File: config.mk
export PLATFORM = sky130hd
export DESIGN_NAME = bspline_basis_recurrence_top
export DESIGN_NICKNAME = d
export VERILOG_FILES = /design/src/rtl/bsbr_pkg.sv /design/src/rtl/bsbr_dpath.sv /design/src/rtl/bsbr_ctrl.sv /design/src/rtl/bspline_basis_recurrence_top.sv
export SDC_FILE = /design/constraint.sdc
export NUM_CORES = 2
export LEC_CHECK = 0
export ABC_AREA = 1
export CORE_MARGIN = 2
export CORE_UTILIZATION = 35
export CTS_CLUSTER_DIAMETER = 100
export DETAILED_ROUTE_END_ITERATION = 8
export DONT_BUFFER_PORTS = 1
export PLACE_DENSITY_LB_ADDON = 0.25
export SETUP_SLACK_MARGIN = 0.4
export SLEW_MARGIN = 20
export SYNTH_ARGS = -nofsm -noshare
export SYNTH_HDL_FRONTEND = slang
export SYNTH_SLANG_ARGS = --single-unit
File: constraint.sdc
create_clock -name clk -period 12.1 [get_ports clk]
set_clock_uncertainty 0.2 [all_clocks]
set_input_delay 1.21 -clock clk [delete_from_list [all_inputs] [get_ports clk]]
set_output_delay 1.21 -clock clk [all_outputs]
set_load 0.01 [all_outputs]
File: src/rtl/bsbr_pkg.sv
package bsbr_pkg;

  localparam int MAX_DEGREE = 15;
  localparam int FRAC_IN    = 24;
  localparam int W_W        = 32;
  localparam int W_DEPTH    = MAX_DEGREE + 2;
  localparam int AW         = $clog2(W_DEPTH);
  localparam int RW         = 29;
  localparam int RECIP_N    = 40;
  localparam int RIW        = $clog2(RECIP_N);
  localparam logic [W_W-1:0] ONE_W = 32'h4000_0000;
  localparam logic [63:0]    RONE  = 64'd268435456;

  // Q.28 reciprocals of the step number, rounded
  localparam logic [RW-1:0] RECIP_TAB [RECIP_N] = '{
    29'd0,
    29'((RONE + 0) / 1),   29'((RONE + 1) / 2),   29'((RONE + 1) / 3),
    29'((RONE + 2) / 4),   29'((RONE + 2) / 5),   29'((RONE + 3) / 6),
    29'((RONE + 3) / 7),   29'((RONE + 4) / 8),   29'((RONE + 4) / 9),
    29'((RONE + 5) / 10),  29'((RONE + 5) / 11),  29'((RONE + 6) / 12),
    29'((RONE + 6) / 13),  29'((RONE + 7) / 14),  29'((RONE + 7) / 15),
    29'((RONE + 8) / 16),  29'((RONE + 8) / 17),  29'((RONE + 9) / 18),
    29'((RONE + 9) / 19),  29'((RONE + 10) / 20), 29'((RONE + 10) / 21),
    29'((RONE + 11) / 22), 29'((RONE + 11) / 23), 29'((RONE + 12) / 24),
    29'((RONE + 12) / 25), 29'((RONE + 13) / 26), 29'((RONE + 13) / 27),
    29'((RONE + 14) / 28), 29'((RONE + 14) / 29), 29'((RONE + 15) / 30),
    29'((RONE + 15) / 31), 29'((RONE + 16) / 32), 29'((RONE + 16) / 33),
    29'((RONE + 17) / 34), 29'((RONE + 17) / 35), 29'((RONE + 18) / 36),
    29'((RONE + 18) / 37), 29'((RONE + 19) / 38), 29'((RONE + 19) / 39)
  };

  typedef enum logic [1:0] {WS_ZERO, WS_ONE, WS_PROD} wsel_t;
  typedef enum logic [1:0] {MUL_B, MUL_A, MUL_R} msel_t;

  typedef enum logic [3:0] {
    ST_IDLE, ST_LOAD, ST_CLR, ST_SA, ST_SB, ST_SC,
    ST_RA, ST_RB, ST_MA, ST_MR, ST_WR, ST_FA, ST_FB
  } state_t;

  typedef struct packed {
    logic          load;
    logic          mem_we;
    wsel_t         wsel;
    logic          mem_re;
    logic [AW-1:0] addr;
    msel_t         msel;
    logic          acc_en;
    logic [3:0]    i;
    logic [3:0]    j;
    logic          sl_min_cap;
    logic          sl_cap;
    logic          out_fire;
    logic          out_oor;
  } cmd_t;

  typedef struct packed {
    logic       in_range;
    logic [3:0] k;
    logic [3:0] deg;
  } sts_t;

endpackage

File: src/rtl/bsbr_dpath.sv
module bsbr_dpath (
  input  logic                clk,
  input  logic                rst_n,
  input  logic                cfg_valid,
  input  logic [3:0]          cfg_degree,
  input  logic [31:0]         in_position,
  input  bsbr_pkg::cmd_t      cmd,
  output bsbr_pkg::sts_t      sts,
  output logic                out_valid,
  output logic [30:0]         out_basis_value,
  output logic signed [31:0]  out_basis_slope,
  output logic                out_in_range
);

  logic [3:0]                    deg_r;
  logic [31:0]                   pos_r;
  logic [bsbr_pkg::W_W-1:0]      wmem [bsbr_pkg::W_DEPTH];
  logic [bsbr_pkg::W_W-1:0]      rd_r;
  logic [67:0]                   acc_r;
  logic [bsbr_pkg::W_W-1:0]      sl_min_r;
  logic signed [32:0]            slope_r;
  logic                          out_valid_r;
  logic [30:0]                   val_r;
  logic signed [31:0]            slp_r;
  logic                          rng_r;

  logic signed [8:0]             nhi;
  logic [23:0]                   frac;
  logic [27:0]                   op_a;
  logic [28:0]                   op_b;
  logic [67:0]                   rsum_t;
  logic [67:0]                   rsum_w;
  logic [35:0]                   mul_x;
  logic [31:0]                   mul_y;
  logic [67:0]                   prod;
  logic [bsbr_pkg::W_W-1:0]      wdata;
  logic [30:0]                   val_c;
  logic signed [31:0]            slp_c;

  // degree register
  always_ff @(posedge clk) begin
    if (!rst_n) begin
      deg_r <= 4'd3;
    end else if (cfg_valid) begin
      deg_r <= cfg_degree;
    end
  end

  // segment index and support check
  assign nhi  = -$signed({pos_r[31], pos_r[31:24]});
  assign frac = pos_r[23:0];
  assign sts.deg = deg_r;
  assign sts.k   = nhi[3:0];
  assign sts.in_range = !nhi[8] && (nhi <= $signed({5'd0, deg_r}))
                        && (int'(deg_r) <= bsbr_pkg::MAX_DEGREE);

  // recurrence weights
  assign op_a = {cmd.i - cmd.j, frac};
  assign op_b = {5'({1'b0, cmd.j}) + 5'd1, 24'd0} - {5'd0, frac};

  // rounding of the accumulator
  assign rsum_t = acc_r + 68'(1 << 23);
  assign rsum_w = acc_r + 68'(1 << 27);
  assign wdata  = rsum_w[59:28];

  // shared multiplier
  always_comb begin
    case (cmd.msel)
      bsbr_pkg::MUL_B: begin
        mul_x = {7'd0, op_b};
        mul_y = rd_r;
      end
      bsbr_pkg::MUL_A: begin
        mul_x = {8'd0, op_a};
        mul_y = rd_r;
      end
      default: begin
        mul_x = rsum_t[59:24];
        mul_y = {3'd0, bsbr_pkg::RECIP_TAB[bsbr_pkg::RIW'(cmd.i)]};
      end
    endcase
  end
  assign prod = {32'd0, mul_x} * {36'd0, mul_y};

  always_ff @(posedge clk) begin
    if (cmd.acc_en) begin
      acc_r <= (cmd.msel == bsbr_pkg::MUL_A) ? acc_r + prod : prod;
    end
  end

  // working value store
  always_ff @(posedge clk) begin
    if (cmd.mem_we) begin
      case (cmd.wsel)
        bsbr_pkg::WS_ONE:  wmem[cmd.addr] <= bsbr_pkg::ONE_W;
        bsbr_pkg::WS_PROD: wmem[cmd.addr] <= wdata;
        default:           wmem[cmd.addr] <= '0;
      endcase
    end
    if (cmd.mem_re) begin
      rd_r <= wmem[cmd.addr];
    end
  end

  // item capture and slope
  always_ff @(posedge clk) begin
    if (cmd.load) begin
      pos_r   <= in_position;
      slope_r <= '0;
    end else if (cmd.sl_cap) begin
      slope_r <= $signed({1'b0, sl_min_r}) - $signed({1'b0, rd_r});
    end
    if (cmd.sl_min_cap) begin
      sl_min_r <= rd_r;
    end
  end

  // clamps
  assign val_c = (rd_r > bsbr_pkg::ONE_W) ? 31'(bsbr_pkg::ONE_W) : rd_r[30:0];
  always_comb begin
    if (slope_r > $signed({1'b0, bsbr_pkg::ONE_W})) begin
      slp_c = $signed(bsbr_pkg::ONE_W);
    end else if (slope_r < -$signed({1'b0, bsbr_pkg::ONE_W})) begin
      slp_c = -$signed(bsbr_pkg::ONE_W);
    end else begin
      slp_c = slope_r[31:0];
    end
  end

  // result registers
  always_ff @(posedge clk) begin
    if (!rst_n) begin
      out_valid_r <= 1'b0;
    end else begin
      out_valid_r <= cmd.out_fire | cmd.out_oor;
    end
    if (cmd.out_fire) begin
      val_r <= val_c;
      slp_r <= slp_c;
      rng_r <= 1'b1;
    end else if (cmd.out_oor) begin
      val_r <= '0;
      slp_r <= '0;
      rng_r <= 1'b0;
    end
  end

  assign out_valid       = out_valid_r;
  assign out_basis_value = val_r;
  assign out_basis_slope = slp_r;
  assign out_in_range    = rng_r;

endmodule

File: src/rtl/bsbr_ctrl.sv
module bsbr_ctrl (
  input  logic            clk,
  input  logic            rst_n,
  input  logic            start,
  input  bsbr_pkg::sts_t  sts,
  output logic            busy,
  output bsbr_pkg::cmd_t  cmd
);

  bsbr_pkg::state_t          state_r, state_nxt;
  logic [3:0]                i_r, i_nxt;
  logic [3:0]                j_r, j_nxt;
  logic [bsbr_pkg::AW-1:0]   clr_r, clr_nxt;
  logic signed [5:0]         lo_s;
  logic [3:0]                jmin;
  logic [3:0]                i_inc;

  function automatic logic [3:0] jmax_of(input logic [3:0] ii, input logic [3:0] kk);
    jmax_of = (kk < ii) ? kk : ii;
  endfunction

  assign lo_s  = $signed({2'b0, sts.k}) + $signed({2'b0, i_r}) - $signed({2'b0, sts.deg});
  assign jmin  = (lo_s > 0) ? lo_s[3:0] : 4'd0;
  assign i_inc = i_r + 4'd1;

  always_ff @(posedge clk) begin
    if (!rst_n) begin
      state_r <= bsbr_pkg::ST_IDLE;
      i_r     <= '0;
      j_r     <= '0;
      clr_r   <= '0;
    end else begin
      state_r <= state_nxt;
      i_r     <= i_nxt;
      j_r     <= j_nxt;
      clr_r   <= clr_nxt;
    end
  end

  // next state and loop counters
  always_comb begin
    state_nxt = state_r;
    i_nxt     = i_r;
    j_nxt     = j_r;
    clr_nxt   = clr_r;
    unique case (state_r)
      bsbr_pkg::ST_IDLE: if (start) state_nxt = bsbr_pkg::ST_LOAD;
      bsbr_pkg::ST_LOAD: begin
        clr_nxt   = '0;
        state_nxt = sts.in_range ? bsbr_pkg::ST_CLR : bsbr_pkg::ST_IDLE;
      end
      bsbr_pkg::ST_CLR: begin
        clr_nxt = clr_r + 1'b1;
        if (clr_r == bsbr_pkg::AW'(bsbr_pkg::W_DEPTH - 1)) begin
          i_nxt = 4'd1;
          j_nxt = jmax_of(4'd1, sts.k);
          if (sts.deg == 4'd0) begin
            state_nxt = bsbr_pkg::ST_FA;
          end else if (sts.deg == 4'd1) begin
            state_nxt = bsbr_pkg::ST_SA;
          end else begin
            state_nxt = bsbr_pkg::ST_RA;
          end
        end
      end
      bsbr_pkg::ST_SA: state_nxt = bsbr_pkg::ST_SB;
      bsbr_pkg::ST_SB: state_nxt = bsbr_pkg::ST_SC;
      bsbr_pkg::ST_SC: state_nxt = bsbr_pkg::ST_RA;
      bsbr_pkg::ST_RA: state_nxt = bsbr_pkg::ST_RB;
      bsbr_pkg::ST_RB: state_nxt = bsbr_pkg::ST_MA;
      bsbr_pkg::ST_MA: state_nxt = bsbr_pkg::ST_MR;
      bsbr_pkg::ST_MR: state_nxt = bsbr_pkg::ST_WR;
      bsbr_pkg::ST_WR: begin
        if (j_r == jmin) begin
          if (i_r == sts.deg) begin
            state_nxt = bsbr_pkg::ST_FA;
          end else begin
            i_nxt     = i_inc;
            j_nxt     = jmax_of(i_inc, sts.k);
            state_nxt = (i_inc == sts.deg) ? bsbr_pkg::ST_SA : bsbr_pkg::ST_RA;
          end
        end else begin
          j_nxt     = j_r - 4'd1;
          state_nxt = bsbr_pkg::ST_RA;
        end
      end
      bsbr_pkg::ST_FA: state_nxt = bsbr_pkg::ST_FB;
      bsbr_pkg::ST_FB: state_nxt = bsbr_pkg::ST_IDLE;
      default:         state_nxt = bsbr_pkg::ST_IDLE;
    endcase
  end

  // datapath commands
  always_comb begin
    cmd            = '0;
    cmd.wsel       = bsbr_pkg::WS_ZERO;
    cmd.msel       = bsbr_pkg::MUL_B;
    cmd.i          = i_r;
    cmd.j          = j_r;
    unique case (state_r)
      bsbr_pkg::ST_IDLE: cmd.load = start;
      bsbr_pkg::ST_LOAD: cmd.out_oor = !sts.in_range;
      bsbr_pkg::ST_CLR: begin
        cmd.mem_we = 1'b1;
        cmd.addr   = clr_r;
        cmd.wsel   = (clr_r == bsbr_pkg::AW'(1)) ? bsbr_pkg::WS_ONE : bsbr_pkg::WS_ZERO;
      end
      bsbr_pkg::ST_SA: begin
        cmd.mem_re = 1'b1;
        cmd.addr   = bsbr_pkg::AW'(sts.k);
      end
      bsbr_pkg::ST_SB: begin
        cmd.mem_re     = 1'b1;
        cmd.addr       = bsbr_pkg::AW'(sts.k) + 1'b1;
        cmd.sl_min_cap = 1'b1;
      end
      bsbr_pkg::ST_SC: cmd.sl_cap = 1'b1;
      bsbr_pkg::ST_RA: begin
        cmd.mem_re = 1'b1;
        cmd.addr   = bsbr_pkg::AW'(j_r) + 1'b1;
      end
      bsbr_pkg::ST_RB: begin
        cmd.mem_re = 1'b1;
        cmd.addr   = bsbr_pkg::AW'(j_r);
        cmd.msel   = bsbr_pkg::MUL_B;
        cmd.acc_en = 1'b1;
      end
      bsbr_pkg::ST_MA: begin
        cmd.msel   = bsbr_pkg::MUL_A;
        cmd.acc_en = 1'b1;
      end
      bsbr_pkg::ST_MR: begin
        cmd.msel   = bsbr_pkg::MUL_R;
        cmd.acc_en = 1'b1;
      end
      bsbr_pkg::ST_WR: begin
        cmd.mem_we = 1'b1;
        cmd.wsel   = bsbr_pkg::WS_PROD;
        cmd.addr   = bsbr_pkg::AW'(j_r) + 1'b1;
      end
      bsbr_pkg::ST_FA: begin
        cmd.mem_re = 1'b1;
        cmd.addr   = bsbr_pkg::AW'(sts.k) + 1'b1;
      end
      bsbr_pkg::ST_FB: cmd.out_fire = 1'b1;
      default: ;
    endcase
  end

  assign busy = (state_r != bsbr_pkg::ST_IDLE);

endmodule

File: src/rtl/bspline_basis_recurrence_top.sv
// Steps per item: load, clear of the 17-entry store, the recurrence updates
//   ((k+1)*(d-k+1)-1 of them, at most 71), slope capture from degree 1, final read;
//   out of support, the load step issues the result. One item at a time, set by
//   the single shared multiplier and the one-port working store.
// Results are strobed for one cycle on out_valid; the receiver cannot stall.
// Synchronous active-low reset: controller idle, degree 3, no result pending.
module bspline_basis_recurrence_top (
  input  logic               clk,
  input  logic               rst_n,
  input  logic               start,
  output logic               busy,
  input  logic signed [31:0] in_position,
  input  logic               cfg_valid,
  output logic               cfg_ready,
  input  logic [3:0]         cfg_degree,
  output logic               out_valid,
  output logic [30:0]        out_basis_value,
  output logic signed [31:0] out_basis_slope,
  output logic               out_in_range
);

  bsbr_pkg::cmd_t cmd;
  bsbr_pkg::sts_t sts;

  // degree register always writable
  assign cfg_ready = 1'b1;

  bsbr_ctrl u_ctrl (
    .clk   (clk),
    .rst_n (rst_n),
    .start (start),
    .sts   (sts),
    .busy  (busy),
    .cmd   (cmd)
  );

  bsbr_dpath u_dpath (
    .clk             (clk),
    .rst_n           (rst_n),
    .cfg_valid       (cfg_valid),
    .cfg_degree      (cfg_degree),
    .in_position     (in_position),
    .cmd             (cmd),
    .sts             (sts),
    .out_valid       (out_valid),
    .out_basis_value (out_basis_value),
    .out_basis_slope (out_basis_slope),
    .out_in_range    (out_in_range)
  );

endmodule

* After elaboration in Yosys (flattened, before gate mapping)
Memory sizes are Yosys's and may differ from the RTL's. A register that Yosys moved wholly into a read port is not among the register bits. Cells that the tools add are included.
Storage, ports and cells: memory bits (read-only) 1856, word-level logic and storage cells 140, bits in writable memories 544, register bits 251, bits of input ports 40, memories kept 2, output and inout bits 67
Cells by class: $lt $le $gt $ge 8, reduce and logical (&&, ||, !) cells 18, eq/ne operators 26, bitwise logic cells 4, multiply operators 1, muxes and demuxes 54, add/subtract/negate cells 14
Memories:
- (name not given) | words 64, bits a word 29, read ports 1, clocked after Yosys merged registers in 0, write ports 0, line bsbr_dpath.sv:79 | mul_y = {3'd0, bsbr_pkg::RECIP_TAB[bsbr_pkg::RIW'(cmd.i)]};
- u_dpath.wmem | words 17, bits a word 32, read ports 1, clocked after Yosys merged registers in 1, write ports 1, line bsbr_dpath.sv:17 | logic [bsbr_pkg::W_W-1:0] wmem [bsbr_pkg::W_DEPTH];
Operator list (number):
- $mux W32 | 7
- $mux W31 | 3
- $pmux W36 S2 | 1
- $add A68 B68 Y68 | 1
- $mul A36 B32 Y68 | 1
- $mux W68 | 1
- $add A60 B24 Y60 const B | 1
- $add A60 B28 Y60 const B | 1
- $mux W29 | 2
- $mux W4 | 14
- $pmux W4 S12 | 1
- $gt A33 B32 Y1 const B | 1
- $lt A33 B31 Y1 const B | 1
- $sub A32 B32 Y33 | 1
- $gt A32 B31 Y1 const B | 1
- $sub A29 B24 Y29 | 1
- $pmux W5 S5 | 1
- $eq A4 B4 Y1 const B | 5
- $eq A4 B3 Y1 const B | 4
- $mux W1 | 16
- $pmux W4 S2 | 2
- $eq A4 B4 Y1 | 3
- $add A4 B1 Y5 const B | 2
- $pmux W5 S2 | 1
- 38 further kinds | 53

* Logic depth before layout (Yosys ltp)
depth in word-level cells 9, depth in mapped cells 58, mapped depth without buffers 57

* Modules after synthesis
From an unflattened synthesis, not the netlist that was laid out.
Second synthesis, totals: cells, all modules 8015, area, all modules 74580.3 um2
Modules (own cells, without submodules):
- bsbr_dpath | area each 72524.6 um2, instances 1, cells each 7683
- bsbr_ctrl | area each 2044.5 um2, instances 1, cells each 330
- bspline_basis_recurrence_top | area each 11.3 um2, instances 1, cells each 2

* Worst setup path before layout
Ideal clock, no wire load.
path type register -> register, start point register u_dpath.pos_r[0], end point register u_dpath.acc_r[56] (data pin), library setup time 0.254 ns, arrival time 9.398 ns, setup slack 2.248 ns, stages on the path, launching flop included 47, required time 11.646 ns, cells stage by stage edfxtp_1 inv_1 ha_1 nand3_1 nor2_1 nand3_1 nor4_1 nand4_1 nor2_1 o21ai_1 o211ai_1 nand2_1 inv_2 buf_2 nand2_1 fa_1 fa_1 fa_1 (+11 left out) a21oi_1 nand2_1 a21boi_1 inv_1 nand2_1 nand3b_1 and2_1 ha_1 a21o_1 a31oi_1 o21ai_0 a221oi_1 nand3_1 nand2_1 o211ai_1 or2_2 nand3_1 nand2_1
On the way: word-level cells in the longest chain between the ends 5
RTL lines:
- start, declared | line bsbr_dpath.sv:16 | logic [31:0] pos_r;
- start signal, assigned | line bsbr_dpath.sv:108 | pos_r <= in_position;
- $sub A29 B24 Y29 | line bsbr_dpath.sv:59 | assign op_b = {5'({1'b0, cmd.j}) + 5'd1, 24'd0} - {5'd0, frac};
- $pmux W36 S2 * | line bsbr_dpath.sv:68 | case (cmd.msel)
- $mul A36 B32 Y68 * | line bsbr_dpath.sv:83 | assign prod = {32'd0, mul_x} * {36'd0, mul_y};
- $add A68 B68 Y68 | line bsbr_dpath.sv:87 | acc_r <= (cmd.msel == bsbr_pkg::MUL_A) ? acc_r + prod : prod;
- $mux W68 * | line bsbr_dpath.sv:87
- end signal, assigned | line bsbr_dpath.sv:87
- end, declared | line bsbr_dpath.sv:19 | logic [67:0] acc_r;
Every way passes the cells marked *; elsewhere a longest branch is shown, timed or not. A chain may end at the register's enable or synchronous reset.

* Final worst setup path
start point register u_dpath.pos_r[4], end point register u_dpath.acc_r[51] (data pin)
The elaborated chain is that of the path after synthesis.

==> flow_metrics.env <==
export IMPL_setup_tns_ps=0
export IMPL_reg2reg_slack_ps=760
export IMPL_tightest_slew_ps=1160
export IMPL_cts_root_buf="clkbuf_16"
export IMPL_grt_usage_pct=25.5
export IMPL_path_common_cell="fa_1"
export IMPL_clk_pin_slew_ps=70
export IMPL_holdPathEnd="u_dpath.sl_min_r[20]$_DFFE_PP_"
export IMPL_grt_max_degree=130
export IMPL_core_um2=212000
export IMPL_cp_start_kind="flip-flop"
export IMPL_fin_crit_sh_pct=93.7
export IMPL_hp_class="flip-flop to flip-flop"
export IMPL_vdd_drop_max_mv=0.210
export IMPL_yosysTopAreaCellShare_pct=30.6
export IMPL_first_pass_iters=6
export IMPL_ys_ff_latch=819
export IMPL_vias=58900
export IMPL_yosysWarnings=0
export IMPL_cp_num_buf_inv=10
export IMPL_rows=169
export IMPL_route_detailed_drc=0
export IMPL_fin_nets=9703
export IMPL_cts_tree="built"
export IMPL_power_leakage_nw=36.9
export IMPL_viasPerCell=5.25
export IMPL_cp_required_ps=12420
export IMPL_syn_inst=8105
export IMPL_cpPeakStageDelay_ps=610
export IMPL_postSynthAreaPerCell_um2=9.24
export IMPL_crit_arrival_ps=11670
export IMPL_yosys_area_top_type="edfxtp_1"
export IMPL_synth_edf_count=763
export IMPL_max_cap_violations=0
export IMPL_cp_end_kind="flip-flop"
export IMPL_cts_sinks=819
export IMPL_min_period_ps=11340
export IMPL_die_y_um=466
export IMPL_area_delta_synth_final_pct=12.4
export IMPL_hold_buffers=0
export IMPL_hold_depth=0
export IMPL_hold_viol_final=0
export IMPL_boundaryPins=107
export IMPL_ys_async_sr_fraction_pct=0
export IMPL_fmax_mhz=88.2
export IMPL_worstReg2RegStart="u_dpath.pos_r[4]$_DFFE_PP_"
export IMPL_worstReg2RegEnd="u_dpath.acc_r[51]$_DFFE_PP_"
export IMPL_cpMaxStageDelayCell="fa_1"
export IMPL_whs_ps=260
export IMPL_r2r_cells=47
export IMPL_synth_cell_types=67
export IMPL_drv_slew=0
export IMPL_die_w_um=466
export IMPL_hold_start="u_dpath.rd_r[20]$_DFFE_PP_"
export IMPL_netlist_top_cells_area="edfxtp_1 (31%), fa_1 (27%), nand2_1 (7.9%)"
export IMPL_critPathTopFamily="adder cells"
export IMPL_yosysSeqAreaShare_pct=32.1
export IMPL_start_util_pct=35.3
export IMPL_cts_htree_levels=3
export IMPL_grt_pass1_wl_um=408000
export IMPL_syn_area_um2=74900
export IMPL_relSlewSlack_pct=22.9
export IMPL_clockBufferDepth=3
export IMPL_synthFlopType="edfxtp_1"
export IMPL_hpwlAfterDp_um=220000
export IMPL_dp_cells=11000
export IMPL_gp_congestion=0.977
export IMPL_drive_gt1_share_pct=9.44
export IMPL_routed_wl_um=279000
export IMPL_avgRoutedWirePerCell_um=24.9
export IMPL_grt_ovfl_total=0
export IMPL_insertion_delay_ps=770
export IMPL_path_max_fanout=19
export IMPL_rsz0062_at_grt="true"
export IMPL_setup_violations=0
export IMPL_grt_pass1_vias=60400
export IMPL_antenna_found_initial=15
export IMPL_fin_cells=11200
export IMPL_port_buffers=0
export IMPL_antenna_left=0
export IMPL_criticalPathCategory="flip-flop to flip-flop"
export IMPL_design_die_area_um2=218000
export IMPL_power_density_nw_per_um2=163
export IMPL_status="complete, no violations"
export IMPL_numCtsBuffers=91
export IMPL_drtIter0Drc=5417
==> layout make-up <==
type / instances / area [um^2]
antenna: 6 / 15.0
multi-input combinational: 5465 / 44600
inverter: 1541 / 5850
tap: 2821 / 3530
timing repair buffer: 398 / 3140
clock buffer: 108 / 2400
sequential: 819 / 24000
clock inverter: 57 / 612
fill: 21300 / 128000
==> where the power goes <==
part / switching [W] / leakage, nW / internal [W]
clock network: 0.00121 / 1.45 / 0.00160
registers: 0.0000342 / 7.95 / 0.00317
logic: 0.00474 / 27.5 / 0.00296
==> synth_stat cells, types with 44 or more instances <==
cell type / instances
dfxtp_1: 56
fa_1: 997
nand2_1: 1571
nor2_1: 945
a22oi_1: 253
nand3_1: 217
buf_2: 73
o211ai_1: 44
o21ai_0: 249
clkbuf_1: 190
inv_1: 1490
a21oi_1: 311
xor2_1: 86
edfxtp_1: 763
ha_1: 350
xnor2_1: 44
==> routing by layer <==
layer  vias up  wire length [um]  global-route usage [%]
met5         -                46                       0
met4         6             11500                    9.18
met2      2239            127000                    40.6
met3       413             19100                    3.59
li1      26100                 -                       -
met1     30100            121000                    35.5
==> stage by stage <==
step | cell area [um^2] | power [W] | setup WS [ps] | util [%]
after global placement | 80300 | 0.0107 | 402 | 37.8
after CTS | 83400 | 0.0135 | 355 | 39.3
after detailed placement | 80300 | 0.0106 | 313 | 37.8
after global routing | 84100 | 0.0146 | 338 | 39.6
after floorplan | 74900 | 0.00752 | 2250 | -
final | 84100 | 0.0137 | 757 | 39.6
==> repair_timing <==
item | CTS | global route
buffers inserted | 3 | 27
cloned | 0 | 1
setup endpoints to repair | 7 | 23
gates resized for setup | 6 | 143
pin swaps | 0 | 13
==> registers in the layout, summed over array words and instances (netlist names) <==
name / cells
u_ctrl.clr_r: 5
u_ctrl.i_r: 4
u_ctrl.j_r: 4
u_ctrl.state_r: 4
u_dpath.acc_r: 60
u_dpath.deg_r: 4
u_dpath.out_basis_slope: 32
u_dpath.out_basis_value: 31
u_dpath.out_in_range: 1
u_dpath.out_valid: 1
u_dpath.pos_r: 32
u_dpath.rd_r: 32
u_dpath.sl_min_r: 32
u_dpath.slope_r: 33
u_dpath.wmem: 544
==> logic make-up after synthesis <==
group,after synthesis,share of synthesized area (%)
mux,1,0.0134
flops,819,32.1
simple gates,2949,16.1
fa+ha+maj,1347,32.5
xor+xnor,130,1.52
other cells,1,0.00501
buf+inv,1823,9.33
compound gates,1035,8.46
==> worst max path at each step <==
stage,to,startpoint,cells past startpoint,slack (ps)
2_1_floorplan,u_dpath.acc_r[56]$_DFFE_PP_,u_dpath.pos_r[0]$_DFFE_PP_,46,2250
3_3_place_gp,u_dpath.acc_r[55]$_DFFE_PP_,u_dpath.pos_r[0]$_DFFE_PP_,49,400
3_5_place_dp,u_dpath.acc_r[55]$_DFFE_PP_,u_dpath.pos_r[0]$_DFFE_PP_,49,310
4_1_cts,u_dpath.acc_r[55]$_DFFE_PP_,u_dpath.acc_r[29]$_DFFE_PP_,56,360
5_1_grt,u_dpath.acc_r[55]$_DFFE_PP_,u_dpath.acc_r[27]$_DFFE_PP_,54,340
6_report,u_dpath.acc_r[51]$_DFFE_PP_,u_dpath.pos_r[4]$_DFFE_PP_,47,760
==> cells in the final DEF, fill, tap and decap left out, drive strengths merged, types with 57 or more instances in the layout <==
| cell type | count |
|---|---|
| nand2 | 1577 |
| clkinv | 57 |
| fa | 997 |
| a22oi | 254 |
| clkbuf | 108 |
| o21ai | 278 |
| edfxtp | 763 |
| ha | 350 |
| nor2 | 974 |
| nand3 | 223 |
| a21oi | 314 |
| buf | 398 |
| inv | 1518 |
| xor2 | 86 |
(Power assumes the default switching activity.)
